**src/sv/assert_macros.svh**
```systemverilog
// Assertion helpers, included by the top-level file to check its own logic.
`ifndef ASSERT_MACROS_SVH
`define ASSERT_MACROS_SVH

// Checked on every rising edge of clk, switched off while rst_n is low.
`define ASSERT_CLK(lbl, prop, msg) \
  lbl: assert property (@(posedge clk) disable iff (!rst_n) (prop)) else $error(msg);

// Checked on every rising edge of clk, during reset as well.
`define ASSERT_ALWAYS(lbl, prop, msg) \
  lbl: assert property (@(posedge clk) (prop)) else $error(msg);

`endif

```
**src/sv/bm25tk_pkg.sv**
```systemverilog
package bm25tk_pkg;

  localparam int TOP_K  = 10;
  localparam int IDX_W  = (TOP_K > 1) ? $clog2(TOP_K) : 1;
  localparam int CNT_W  = $clog2(TOP_K + 1);

  localparam int DOC_W   = 24;
  localparam int SCORE_W = 32;
  localparam int LEN_W   = 16;
  localparam int TF_W    = 8;
  localparam int IDF_W   = 16;
  localparam int K1_W    = 16;
  localparam int B_W     = 13;
  localparam int INV_W   = 24;
  localparam int CFG_W   = 24;
  localparam int CFGI_W  = 2;

  localparam int RATIO_W = LEN_W + INV_W;          // 40
  localparam int NORM_W  = 42;
  localparam int DEN_W   = 35;
  localparam int NUM1_W  = IDF_W + K1_W + 1;       // 33
  localparam int NUM_W   = NUM1_W + TF_W;          // 41
  localparam int DIVD_W  = NUM_W + 5;              // 46
  localparam int DIVC_W  = $clog2(DIVD_W);

  localparam logic [CFGI_W-1:0] REG_K1_GAIN  = 2'd0;
  localparam logic [CFGI_W-1:0] REG_LEN_WGT  = 2'd1;
  localparam logic [CFGI_W-1:0] REG_INV_AVG  = 2'd2;

  localparam logic [K1_W-1:0]  K1_RESET  = 16'd4915;
  localparam logic [B_W-1:0]   B_RESET   = 13'd3072;
  localparam logic [INV_W-1:0] INV_RESET = 24'd300044;
  localparam logic [B_W-1:0]   B_ONE     = 13'd4096;

  localparam logic CMD_SCORE = 1'b0;
  localparam logic CMD_DRAIN = 1'b1;

  typedef struct packed {
    logic              command;
    logic [DOC_W-1:0]  doc_id;
    logic [LEN_W-1:0]  doc_len;
    logic [TF_W-1:0]   term_freq;
    logic [IDF_W-1:0]  idf_weight;
    logic              last_term;
  } in_item_t;

  typedef struct packed {
    logic             load_in;
    logic             mul1;
    logic             mul2;
    logic             mul3;
    logic             div_step;
    logic             acc;
    logic             append;
    logic             scan_first;
    logic             scan_step;
    logic             replace;
    logic             clr_sum;
    logic             dscan_first;
    logic             dscan_step;
    logic             emit;
    logic             emit_empty;
    logic             emit_last;
    logic             clr_count;
    logic             clr_emitted;
    logic [IDX_W-1:0] idx;
  } dp_cmd_t;

  typedef struct packed {
    logic             is_drain;
    logic             last_term;
    logic             out_busy;
    logic [CNT_W-1:0] count;
  } dp_sts_t;

  // True when entry a ranks ahead of entry b.
  function automatic logic ranks_before(input logic [SCORE_W-1:0] sa,
                                        input logic [DOC_W-1:0] da,
                                        input logic [SCORE_W-1:0] sb,
                                        input logic [DOC_W-1:0] db);
    ranks_before = (sa > sb) || ((sa == sb) && (da < db));
  endfunction

endpackage

```
**src/sv/bm25tk_ctrl.sv**
```systemverilog
module bm25tk_ctrl
  import bm25tk_pkg::*;
(
  input  logic    clk,
  input  logic    rst_n,
  input  logic    in_valid,
  input  logic    in_command,
  output logic    in_ready,
  input  dp_sts_t sts,
  output dp_cmd_t cmd
);

  localparam logic [3:0] S_IDLE  = 4'd0;
  localparam logic [3:0] S_MUL1  = 4'd1;
  localparam logic [3:0] S_MUL2  = 4'd2;
  localparam logic [3:0] S_MUL3  = 4'd3;
  localparam logic [3:0] S_DIV   = 4'd4;
  localparam logic [3:0] S_ACC   = 4'd5;
  localparam logic [3:0] S_INS   = 4'd6;
  localparam logic [3:0] S_LSCAN = 4'd7;
  localparam logic [3:0] S_LREP  = 4'd8;
  localparam logic [3:0] S_DSCAN = 4'd9;
  localparam logic [3:0] S_DEMIT = 4'd10;
  localparam logic [3:0] S_DWAIT = 4'd11;
  localparam logic [3:0] S_EMPTY = 4'd12;

  logic [3:0]        state_r, state_nxt;
  logic [DIVC_W-1:0] div_cnt_r, div_cnt_nxt;
  logic [IDX_W-1:0]  idx_r, idx_nxt;
  logic [CNT_W-1:0]  emit_cnt_r, emit_cnt_nxt;
  logic              done_r, done_nxt;
  logic              idx_end_cnt;
  logic              emit_final;

  assign idx_end_cnt = (CNT_W'(idx_r) + 1'b1) == sts.count;
  assign emit_final  = (emit_cnt_r + 1'b1) == sts.count;

  always_comb begin
    state_nxt    = state_r;
    div_cnt_nxt  = div_cnt_r;
    idx_nxt      = idx_r;
    emit_cnt_nxt = emit_cnt_r;
    done_nxt     = done_r;
    cmd          = '0;
    cmd.idx      = idx_r;
    in_ready     = 1'b0;
    case (state_r)
      S_IDLE: begin
        in_ready = 1'b1;
        if (in_valid) begin
          cmd.load_in = 1'b1;
          idx_nxt     = '0;
          if (in_command == CMD_DRAIN) begin
            emit_cnt_nxt    = '0;
            cmd.clr_emitted = 1'b1;
            state_nxt       = (sts.count == '0) ? S_EMPTY : S_DSCAN;
          end else begin
            state_nxt = S_MUL1;
          end
        end
      end
      S_MUL1: begin
        cmd.mul1  = 1'b1;
        state_nxt = S_MUL2;
      end
      S_MUL2: begin
        cmd.mul2  = 1'b1;
        state_nxt = S_MUL3;
      end
      S_MUL3: begin
        cmd.mul3    = 1'b1;
        div_cnt_nxt = '0;
        state_nxt   = S_DIV;
      end
      S_DIV: begin
        cmd.div_step = 1'b1;
        div_cnt_nxt  = div_cnt_r + 1'b1;
        if (div_cnt_r == DIVC_W'(DIVD_W - 1)) begin
          state_nxt = S_ACC;
        end
      end
      S_ACC: begin
        cmd.acc   = 1'b1;
        state_nxt = sts.last_term ? S_INS : S_IDLE;
      end
      S_INS: begin
        if (sts.count == CNT_W'(TOP_K)) begin
          idx_nxt   = '0;
          state_nxt = S_LSCAN;
        end else begin
          cmd.append  = 1'b1;
          cmd.clr_sum = 1'b1;
          state_nxt   = S_IDLE;
        end
      end
      S_LSCAN: begin
        cmd.scan_step  = 1'b1;
        cmd.scan_first = (idx_r == '0);
        idx_nxt        = idx_r + 1'b1;
        if (idx_r == IDX_W'(TOP_K - 1)) begin
          state_nxt = S_LREP;
        end
      end
      S_LREP: begin
        cmd.replace = 1'b1;
        cmd.clr_sum = 1'b1;
        state_nxt   = S_IDLE;
      end
      S_DSCAN: begin
        cmd.dscan_step  = 1'b1;
        cmd.dscan_first = (idx_r == '0);
        idx_nxt         = idx_r + 1'b1;
        if (idx_end_cnt) begin
          state_nxt = S_DEMIT;
        end
      end
      S_DEMIT: begin
        if (!sts.out_busy) begin
          cmd.emit      = 1'b1;
          cmd.emit_last = emit_final;
          cmd.clr_count = emit_final;
          done_nxt      = emit_final;
          emit_cnt_nxt  = emit_cnt_r + 1'b1;
          idx_nxt       = '0;
          state_nxt     = S_DWAIT;
        end
      end
      S_EMPTY: begin
        if (!sts.out_busy) begin
          cmd.emit_empty = 1'b1;
          done_nxt       = 1'b1;
          state_nxt      = S_DWAIT;
        end
      end
      S_DWAIT: begin
        if (done_r) begin
          if (!sts.out_busy) begin
            state_nxt = S_IDLE;
          end
        end else begin
          state_nxt = S_DSCAN;
        end
      end
      default: begin
        state_nxt = S_IDLE;
      end
    endcase
  end

  always_ff @(posedge clk) begin
    if (!rst_n) begin
      state_r    <= S_IDLE;
      div_cnt_r  <= '0;
      idx_r      <= '0;
      emit_cnt_r <= '0;
      done_r     <= 1'b0;
    end else begin
      state_r    <= state_nxt;
      div_cnt_r  <= div_cnt_nxt;
      idx_r      <= idx_nxt;
      emit_cnt_r <= emit_cnt_nxt;
      done_r     <= (state_nxt == S_IDLE) ? 1'b0 : done_nxt;
    end
  end

endmodule

```
**config.mk**
```make
export PLATFORM = sky130hd
export DESIGN_NAME = bm25tk_ctrl
export DESIGN_NICKNAME = d
export VERILOG_FILES = /design/src/sv/assert_macros.svh /design/src/sv/bm25tk_pkg.sv /design/src/sv/bm25tk_ctrl.sv
export SDC_FILE = /design/constraint.sdc
export NUM_CORES = 1
export LEC_CHECK = 0
export BUFFER_PORTS_ARGS = -buffer_cell sky130_fd_sc_hd__buf_4
export CAP_MARGIN = 20
export CELL_PAD_IN_SITES_DETAIL_PLACEMENT = 0
export CELL_PAD_IN_SITES_GLOBAL_PLACEMENT = 1
export CORE_ASPECT_RATIO = 1.4
export CORE_UTILIZATION = 25
export CTS_BUF_LIST = sky130_fd_sc_hd__clkbuf_16
export DETAILED_ROUTE_END_ITERATION = 10
export GPL_TIMING_DRIVEN = 0
export PLACE_DENSITY = 0.57
export SLEW_MARGIN = 40
export SYNTH_ARGS = -nofsm -noshare
export SYNTH_HDL_FRONTEND = slang
export SYNTH_SLANG_ARGS = --single-unit
```
**constraint.sdc**
```tcl
create_clock -name clk -period 2.5 [get_ports clk]
set_clock_uncertainty 0.1 [all_clocks]
set_input_delay 0.5 -clock clk [delete_from_list [all_inputs] [get_ports clk]]
set_output_delay 0.5 -clock clk [all_outputs]
set_load 0.1 [all_outputs]
```
==> metrics, run 1 <==
status completed; max-slew violations 0; Post-Synth Simple-Gate Area 35.29%; Die W 67.31 um; WL met1 1882 um; CP max FO 10; Die ar. 0.006288 mm^2; sequential cell area fraction in the yosys report 25.48%; CTS tree built; HPWL Detailed 3612 um; wire length per cell 15.31 um; CTS Hold Bufs 0; worst slew pin tran 491.8 ps; fill cell count 613; via count 1,543; DRC 0; Reg clk slew, reported paths 60 ps; Post-Route WL 4592 um; Peak VDD IR 0.2648 mV; Final min period 2407 ps; crit path DAT 1810 ps; fin nets 250; Worst Path Required 1900 ps; post-synthesis mux area share 0.6706%; core area 0.005645 mm^2; largest net degree at the start of global routing 12; Worst path max stage delay 530 ps; worst reg2reg setup slack 190 ps; distinct cell type count after synthesis 51; initial core utilization 26.44%; Hold Fails Final Rpt 0; metal3 WL 164 um; register area 390.4 um^2; TNS Setup 0 ps; top routing layer used met4; Num CTS Buffers 3; leading area contributor after synthesis dfxtp_1; reg2reg path depth 5; worst r2r src idx_r[0]; PortBufs 32; max_cap viols 0; slowest cell on the critical path or4_4; Post-Syn Instances 193; vias in the first global route 1,428; Clock Path Buffers 2; Synth top area share 25.48%; top post-synthesis cells by area dfxtp_1 25%, a21oi_1 5.4%, ha_1 5.0%; clock sink total 19; Pwr Density 579.4 mW/mm^2; compound-gate portion of the synthesized area 18.78%; Routed Antenna Nets 0; Top FF cell, synth dfxtp_1; syn_area_per_cell 7.734 um^2; Yosys Warn Count 0; main combinational cell family by area after synthesis simple AND/OR/NAND/NOR gates; n_diodes 0; Placement Cell Area 0.001851 mm^2; Clk Latency, worst-skew pair 250 ps; Final Cell Area 0.002007 mm^2; Area growth syn-to-layout 34.45%; H-tree levels 1; I/O pin count 34; Iteration-0 DRC Markers 52; Startpoint Class register; Post-Synth XOR/XNOR Area 8.047%; Critical Path Sink cmd[4]; initial antenna violation count 0; Setup Crit Path Kind reg2out; Post-Syn Area 0.001493 mm^2; type of the worst min-delay path reg2reg; placement row count 32; crit path cell chain buf_6 > or4_4 > nor2_2 > buf_4; R2R Path End done_r; EDFF count, synth 0; metal2 WL 2466 um; RD Place Congestion 0.8256; Slew HR 67.00%; most common library cells after synthesis 20 x nor2_1, 19 x dfxtp_1, 16 x a21oi_1; Die H 93.43 um; adder-cell share of the synthesized area 5.029%; Finish-stage setup viols 0; Syn Nets 210; utilization after layout 35.55%; CP endpoint kind output port; share of cells above drive strength 1 31.03%; top-count cell post-synth nor2_1; first-pass GRT wire length 7465 um; Multi-input gate area 0.001054 mm^2; Final period util 96.29%; DRT Pass-1 Iters 4; asr flop ratio synth 0%; grt total ovfl 0; Yosys reg bits 19; clock root buffer master clkbuf_16; Vias/cell 5.143; fmax 0.4154 GHz; GRT Util Overall 15.87%; CP startpoint state_r[1]; Leak 0.8102 nW
critical path: cells and delay by family, from the launching register on:
kind / cells / cell delay [ps]
DFF: 1 / 310
and+or+nand+nor: 2 / 770
buffers and inverters: 2 / 480
area by class of cell:
cell class / instances / share of cell area [%]
Buffer: 8 / 2.930
Clock inverter: 1 / 0.2494
Multi-Input combinational cell: 153 / 52.49
Clock buffer: 3 / 3.741
Tap cell: 68 / 4.239
Sequential cell: 19 / 19.45
Timing Repair Buffer: 35 / 14.09
Inverter: 13 / 2.805
stage by stage:
stage	hold slack [ps]	power, mW	worst slack, ps	std cells
after floorplan	349.2	0.7153	-815.1	193
after global placement	368.7	0.8344	63.00	293
after detailed placement	374.8	0.8308	77.96	293
after CTS	384.0	1.171	8.261	298
after global routing	391.4	1.219	-47.75	300
final	382.7	1.163	92.87	300
worst min-delay path by stage:
stage / endpoint / slack [ps] / cells past startpoint / from
final: emit_cnt_r[1] / 380 / 2 / emit_cnt_r[1]
after global routing: state_r[0] / 390 / 2 / rst_n
after CTS: div_cnt_r[5] / 380 / 2 / rst_n
after detailed placement: emit_cnt_r[1] / 370 / 2 / emit_cnt_r[1]
after global placement: emit_cnt_r[1] / 370 / 2 / emit_cnt_r[1]
after floorplan: emit_cnt_r[1] / 350 / 2 / emit_cnt_r[1]
power by group:
part           leakage [nW]  total (mW)  switching (mW)  internal [mW]
Combinational         0.613       0.498           0.354          0.144
Clock                0.0409       0.336           0.122          0.215
Sequential            0.157       0.328          0.0151          0.313
Total                 0.810        1.16           0.491          0.672
flip-flops by register name, summed over array words and instances, names as in the netlist:
| name | flops |
|---|---|
| div_cnt_r | 6 |
| emit_cnt_r | 4 |
| done_r | 1 |
| state_r | 4 |
| idx_r | 4 |
kinds of logic after synthesis:
family	after synthesis
and+or+nand+nor	90
AOI/OAI and AO/OA	44
buffers and inverters	21
DFF	19
xor gates and xnor gates	12
adders and majority gates	6
muxes	1
cell usage in the layout (no fill, tap or decap), types with 5 or more instances in the layout:
master    instances
a21oi_1          16
buf_4            32
buf_6             5
dfxtp_1          13
dfxtp_2           5
ha_1              5
inv_1            10
nand2_1          10
nand2b_1          6
nand3_1           8
nand4_1           5
nor2_1           17
o21ai_0           9
xnor2_1           7
routing by layer:
metal | vias up | track usage, %
li1 | 779 | -
met1 | 718 | 18.72
met2 | 40 | 28.58
met3 | 6 | 2.561
met4 | 0 | 4.255
met5 | - | 0
what timing repair did:
item | CTS | global route
setup endpoints to repair | 3 | 4
gates resized for setup | 9 | 5
cloned | 0 | 0
pin swaps | 3 | 3
endpoints found under the hold margin | 0 | 0
setup buffers | 1 | 2
(Power assumes the default switching activity.)
==> run 2: changes to the inputs <==
Settings changed: SETUP_SLACK_MARGIN set to 0.5.
==> run 2 against run 1 <==
Cell count up 11%; total power up 26%; non-clock buffer count up 33; worst setup slack better by 33 ps; first-iteration DRC count unchanged; register-to-register slack better by 280 ps; fmax up 1.4%; clock power about the same; die area unchanged; via count up 11%; largest cell class unchanged; highest routed layer unchanged.
==> metrics, run 2 (synthesis results as in run 1) <==
status completed (unchanged); Setup Crit Path Kind reg2out (unchanged); Final Cell Area 0.002853 mm^2 (was 0.002007 mm^2); WL met1 2205 um (was 1882 um); I/O pin count 34 (unchanged); H-tree levels 1 (unchanged); crit path DAT 1770 ps (was 1810 ps); wire length per cell 16.41 um (was 15.31 um); first-pass GRT wire length 8583 um (was 7465 um); Placement Cell Area 0.002049 mm^2 (was 0.001851 mm^2); Area growth syn-to-layout 91.12% (was 34.45%); Num CTS Buffers 3 (unchanged); clock sink total 19 (unchanged); DRT Pass-1 Iters 4 (unchanged); Post-Route WL 5464 um (was 4592 um); DRC 0 (unchanged); Final min period 2375 ps (was 2407 ps); most frequent cells in the layout 40 x buf_4, 19 x buf_12, 15 x a21oi_1, 13 x nor2_1 (was 32 x buf_4, 17 x nor2_1, 16 x a21oi_1, 13 x dfxtp_1); Clock Path Buffers 2 (unchanged); largest net degree at the start of global routing 12 (unchanged); Die W 67.31 um (unchanged); clock root buffer master clkbuf_16 (unchanged); metal2 WL 2959 um (was 2466 um); RD Place Congestion 0.7721 (was 0.8256); Startpoint Class register (unchanged); max_cap viols 0 (unchanged); share of cells above drive strength 1 53.58% (was 31.03%); Hold Fails Final Rpt 0 (unchanged); CP endpoint kind output port (unchanged); reg2reg path depth 9 (was 5); Die ar. 0.006288 mm^2 (unchanged); via count 1,711 (was 1,543); RSZ-0062 raised after global routing true; Final period util 94.98% (was 96.29%); n_diodes 0 (unchanged); Reg clk slew, reported paths 60 ps (about the same); Slew HR 64.04% (was 67.00%); Top reg by flops div_cnt_r (unchanged); Pwr Density 514.3 mW/mm^2 (was 579.4 mW/mm^2); CP max FO 2 (was 10); CTS Hold Bufs 0 (unchanged); register area 410.4 um^2 (was 390.4 um^2); Peak VDD IR 0.2685 mV (was 0.2648 mV); TNS Setup 0 ps (unchanged); grt total ovfl 0 (unchanged); CTS tree built (unchanged); placement row count 32 (unchanged); fin nets 283 (was 250); Clk Latency, worst-skew pair 250 ps (about the same); Die H 93.43 um (unchanged); Finish-stage setup viols 0 (unchanged); Multi-input gate area 0.001294 mm^2 (was 0.001054 mm^2); WHS Path Cells 2 (unchanged); Routed Antenna Nets 0 (unchanged); Largest register FFs 6 (unchanged); fill cell count 523 (was 613); max-slew violations 0 (unchanged); type of the worst min-delay path in2reg (was reg2reg); initial core utilization 26.44% (unchanged); core area 0.005645 mm^2 (unchanged); top routing layer used met4 (unchanged); GRT Util Overall 18.14% (was 15.87%); Leak 1.062 nW (was 0.8102 nW); Iteration-0 DRC Markers 52 (unchanged); Vias/cell 5.138 (was 5.143); metal3 WL 112 um (was 164 um); PortBufs 32 (unchanged); worst slew pin tran 539.4 ps (was 491.8 ps); vias in the first global route 1,717 (was 1,428); Worst Path Required 1900 ps (about the same); most common cell after layout, fill and taps aside buf_4 (unchanged); fmax 0.4211 GHz (was 0.4154 GHz); HPWL Detailed 3685 um (was 3612 um); initial antenna violation count 0 (unchanged)
==> run 2: cell count changes in the layout (fill, tap and decap cells not counted), moves of 4 or more <==
cell	delta
buf_12	+18
clkinvlp_4	+4
buf_6	+5
inv_1	-6
dfxtp_1	-4
and3_4	+4
dfxtp_4	+6
nor2_1	-4
nand2b_1	-4
nor2_4	+6
buf_4	+8
buf_8	+4
nand2b_4	+4
==> run 2: routing by layer <==
metal	vias to the layer above	track usage [%]
met5	-	0
met4	0	5.496
met3	12	1.829
met2	37	34.50
met1	814	20.18
li1	848	-
==> run 2: what timing repair did <==
action / in CTS / in global routing
setup buffers: 20 / 16
pin swaps: 11 / 14
gates cloned: 0 / 0
setup endpoints to repair: 19 / 20
hold endpoints to repair: 0 / 0
resized for setup: 71 / 27
==> run 2: worst paths after layout <==
kind,endpoint,startpoint,slack (ps)
worst max-delay path,cmd[6],emit_cnt_r[0],130
worst min-delay path,div_cnt_r[5],rst_n,400
worst max register to register,done_r,state_r[1],470
worst min register to register,emit_cnt_r[3],emit_cnt_r[3],410
==> run 2: final cells by class <==
type,instances,area share (%)
buffer,8,4.298
timing repair buffer,68,27.50
inverter,13,2.675
multi-input combinational,153,45.35
tap,68,2.982
sequential,19,14.39
clock buffer,3,2.632
clock inverter,1,0.1754
==> run 2: stage by stage <==
step / setup slack [ps] / hold WS, ps / total power [mW] / util (%) / cells
finish: 125.4 / 402.1 / 1.467 / 50.53 / 333
detailed placement: 94.66 / 383.5 / 0.8913 / 36.30 / 293
global placement: 107.7 / 373.8 / 0.8961 / 36.30 / 293
global route: 63.43 / 409.6 / 1.527 / 50.53 / 333
floorplan: 152.0 / 361.2 / 0.7763 / - / 193
CTS: 95.00 / 396.5 / 1.370 / 45.94 / 317
==> run 2: worst max-delay path: stages (launching register included) <==
cell and delay, ps:
dfxtp_4 350, ha_4 240, xor2_1 150, nor4_2 250
nand3_2 150, clkinvlp_4 120, buf_12 100, buf_12 160
==> run 2: power breakdown <==
| group | leakage [nW] | switching [mW] | internal (mW) | total, mW |
|---|---|---|---|---|
| clock | 0.0409 | 0.123 | 0.215 | 0.337 |
| sequential | 0.160 | 0.0162 | 0.311 | 0.327 |
| combinational | 0.861 | 0.452 | 0.351 | 0.803 |
| total | 1.06 | 0.591 | 0.876 | 1.47 |
==> run 3: changes to the inputs <==
Settings changed: CORE_UTILIZATION 25 to 39, PLACE_DENSITY 0.57 to not set, PLACE_DENSITY_LB_ADDON set to 0.3.
==> run 3 against run 2 <==
Fmax rose by 2.4%; worst hold slack gained 10 ps; via count increased by 10%; sequential share of layout area is 0.36 points lower; total power is 2.0% higher; register-to-register slack lost 210 ps; flip-flop and latch count unchanged; wire length increased by 11%; clock-buffer cell count unchanged; critical path depth is the same; critical path type unchanged.
==> metrics, run 3 (synthesis results as in run 1) <==
status completed (unchanged); H-tree levels 1 (unchanged); max_cap viols 0 (unchanged); Worst Path Required 1900 ps (about the same); Slew HR 61.83% (was 64.04%); switching share of power 40.67% (was 40.30%); Die ar. 0.004082 mm^2 (was 0.006288 mm^2); Most Used Layer, Global Route met2 (unchanged); CTS Hold Bufs 0 (unchanged); Setup Crit Path Kind reg2out (unchanged); Reg clk slew, reported paths 50 ps (was 60 ps); Logic pwr share 55.6% (was 54.7%); clock share of power 22.4% (was 23.0%); crit path DAT 1720 ps (was 1770 ps); met3 global-route usage 2.424% (was 1.829%); Clk Latency, worst-skew pair 260 ps (was 250 ps); DRT Pass-1 Iters 4 (unchanged); Largest register FFs 6 (unchanged); HPWL Detailed 3472 um (was 3685 um); Top reg by flops div_cnt_r (unchanged); Hold Fails Final Rpt 0 (unchanged); placement row count 26 (was 32); Final min period 2319 ps (was 2375 ps); most common cell after layout, fill and taps aside buf_4 (unchanged); worst reg2reg setup slack 260 ps (was 470 ps); via count 1,885 (was 1,711); Routed Antenna Nets 0 (unchanged); RD Place Congestion 0.9108 (was 0.7721); DRC 0 (unchanged); initial antenna violation count 0 (unchanged); met1 Usage GRT 28.10% (was 20.18%); Final period util 92.76% (was 94.98%); RSZ-0062 raised after global routing true (unchanged); wire length per cell 19.08 um (was 16.41 um); CTS tree built (unchanged); Iteration-0 DRC Markers 91 (was 52); vias in the first global route 1,694 (was 1,717); max-slew violations 0 (unchanged); n_diodes 0 (unchanged); Final Non-Filler Cells 317 (was 333); worst slew pin tran 567.3 ps (was 539.4 ps); CP endpoint kind output port (unchanged); Post-Route WL 6047 um (was 5464 um); most frequent cells in the layout 48 x buf_4, 22 x buf_12, 15 x a21oi_1, 13 x nor2_1, 11 x buf_6 (was 40 x buf_4, 19 x buf_12, 15 x a21oi_1, 13 x nor2_1); Pwr Density 511.7 mW/mm^2 (was 514.3 mW/mm^2); initial core utilization 40.97% (was 26.44%); GRT Util Overall 27.08% (was 18.14%); TNS Setup 0 ps (unchanged); clock sink total 19 (unchanged); CP max FO 6 (was 2); global routing usage on met2 52.98% (was 34.50%); clock root buffer master clkbuf_16 (unchanged); Peak VDD IR 0.5565 mV (was 0.2685 mV); switching pwr 0.6088 mW (was 0.5912 mW); share of cells above drive strength 1 55.64% (was 53.58%); Die H 75.20 um (was 93.43 um); core area 0.003643 mm^2 (was 0.005645 mm^2); placed insts 267 (was 293); largest net degree at the start of global routing 12 (unchanged); first-pass GRT wire length 7969 um (was 8583 um); Num CTS Buffers 3 (unchanged); PortBufs 32 (unchanged); Finish-stage setup viols 0 (unchanged); Leak 1.121 nW (was 1.062 nW); fmax 0.4312 GHz (was 0.4211 GHz); P_int 0.8882 mW (was 0.8758 mW); fin nets 293 (was 283); Startpoint Class register (unchanged); Area growth syn-to-layout 95.98% (was 91.12%); grt total ovfl 0 (unchanged); Seq pwr share 21.9% (was 22.3%); Clock Path Buffers 2 (unchanged); Vias/cell 5.946 (was 5.138); type of the worst min-delay path in2reg (unchanged); I/O pin count 34 (unchanged); Die W 54.29 um (was 67.31 um)
==> run 3: through the flow <==
stage	utilization, %	cell area [um^2]	total power [mW]	setup WS (ps)	hold slack, ps
final	80.29	2925	1.497	181.1	412.6
after global routing	80.29	2925	1.538	131.8	414.3
after CTS	70.33	2562	1.345	95.16	399.8
after detailed placement	55.36	2017	0.8885	154.0	395.2
after global placement	55.36	2017	0.8821	176.2	372.8
after floorplan	-	1724	0.7763	152.0	361.2
==> run 3: metal layers <==
| metal | wire (um) | up-vias |
|---|---|---|
| met5 | 0 | - |
| met4 | 337 | 0 |
| met3 | 296 | 37 |
| met2 | 3212 | 97 |
| met1 | 2201 | 889 |
| li1 | - | 862 |
==> run 3: cell type report <==
cell class / instances / area [um^2]
fill: 209 / 718.2
multi-input combinational: 153 / 1297
clock inverter: 1 / 5.005
buffer: 8 / 131.4
timing repair buffer: 78 / 877.1
inverter: 13 / 76.32
tap: 42 / 52.55
clock buffer: 3 / 75.07
sequential: 19 / 410.4
==> run 3: timing repair <==
item	4_1_cts	5_1_grt
resized for setup	70	33
setup endpoints to repair	19	24
pin swaps	12	16
setup buffers	23	23
==> run 3: worst paths after layout <==
| path | from | endpoint | cells past startpoint |
|---|---|---|---|
| hold reg to reg | idx_r[0] | idx_r[0] | 1 |
| setup / recovery | state_r[1] | cmd[14] | 7 |
| hold / removal | rst_n | state_r[0] | 2 |
| setup reg to reg | state_r[1] | done_r | 10 |
==> run 3: power by group through the flow <==
| stage | Combinational (mW) | Sequential (mW) | Clock (mW) |
|---|---|---|---|
| finish | 0.833 | 0.328 | 0.336 |
| global route | 0.858 | 0.331 | 0.350 |
| CTS | 0.676 | 0.327 | 0.341 |
| detailed placement | 0.552 | 0.337 | 0 |
| global placement | 0.547 | 0.335 | 0 |
| floorplan | 0.441 | 0.335 | 0 |
==> run 3: critical path: stages (launching register included) <==
cell and delay, ps:
dfxtp_2 350, buf_8 120, buf_12 110, clkbuf_16 130, nand4b_1 210, clkinvlp_4 170, and3_4 200, buf_12 170
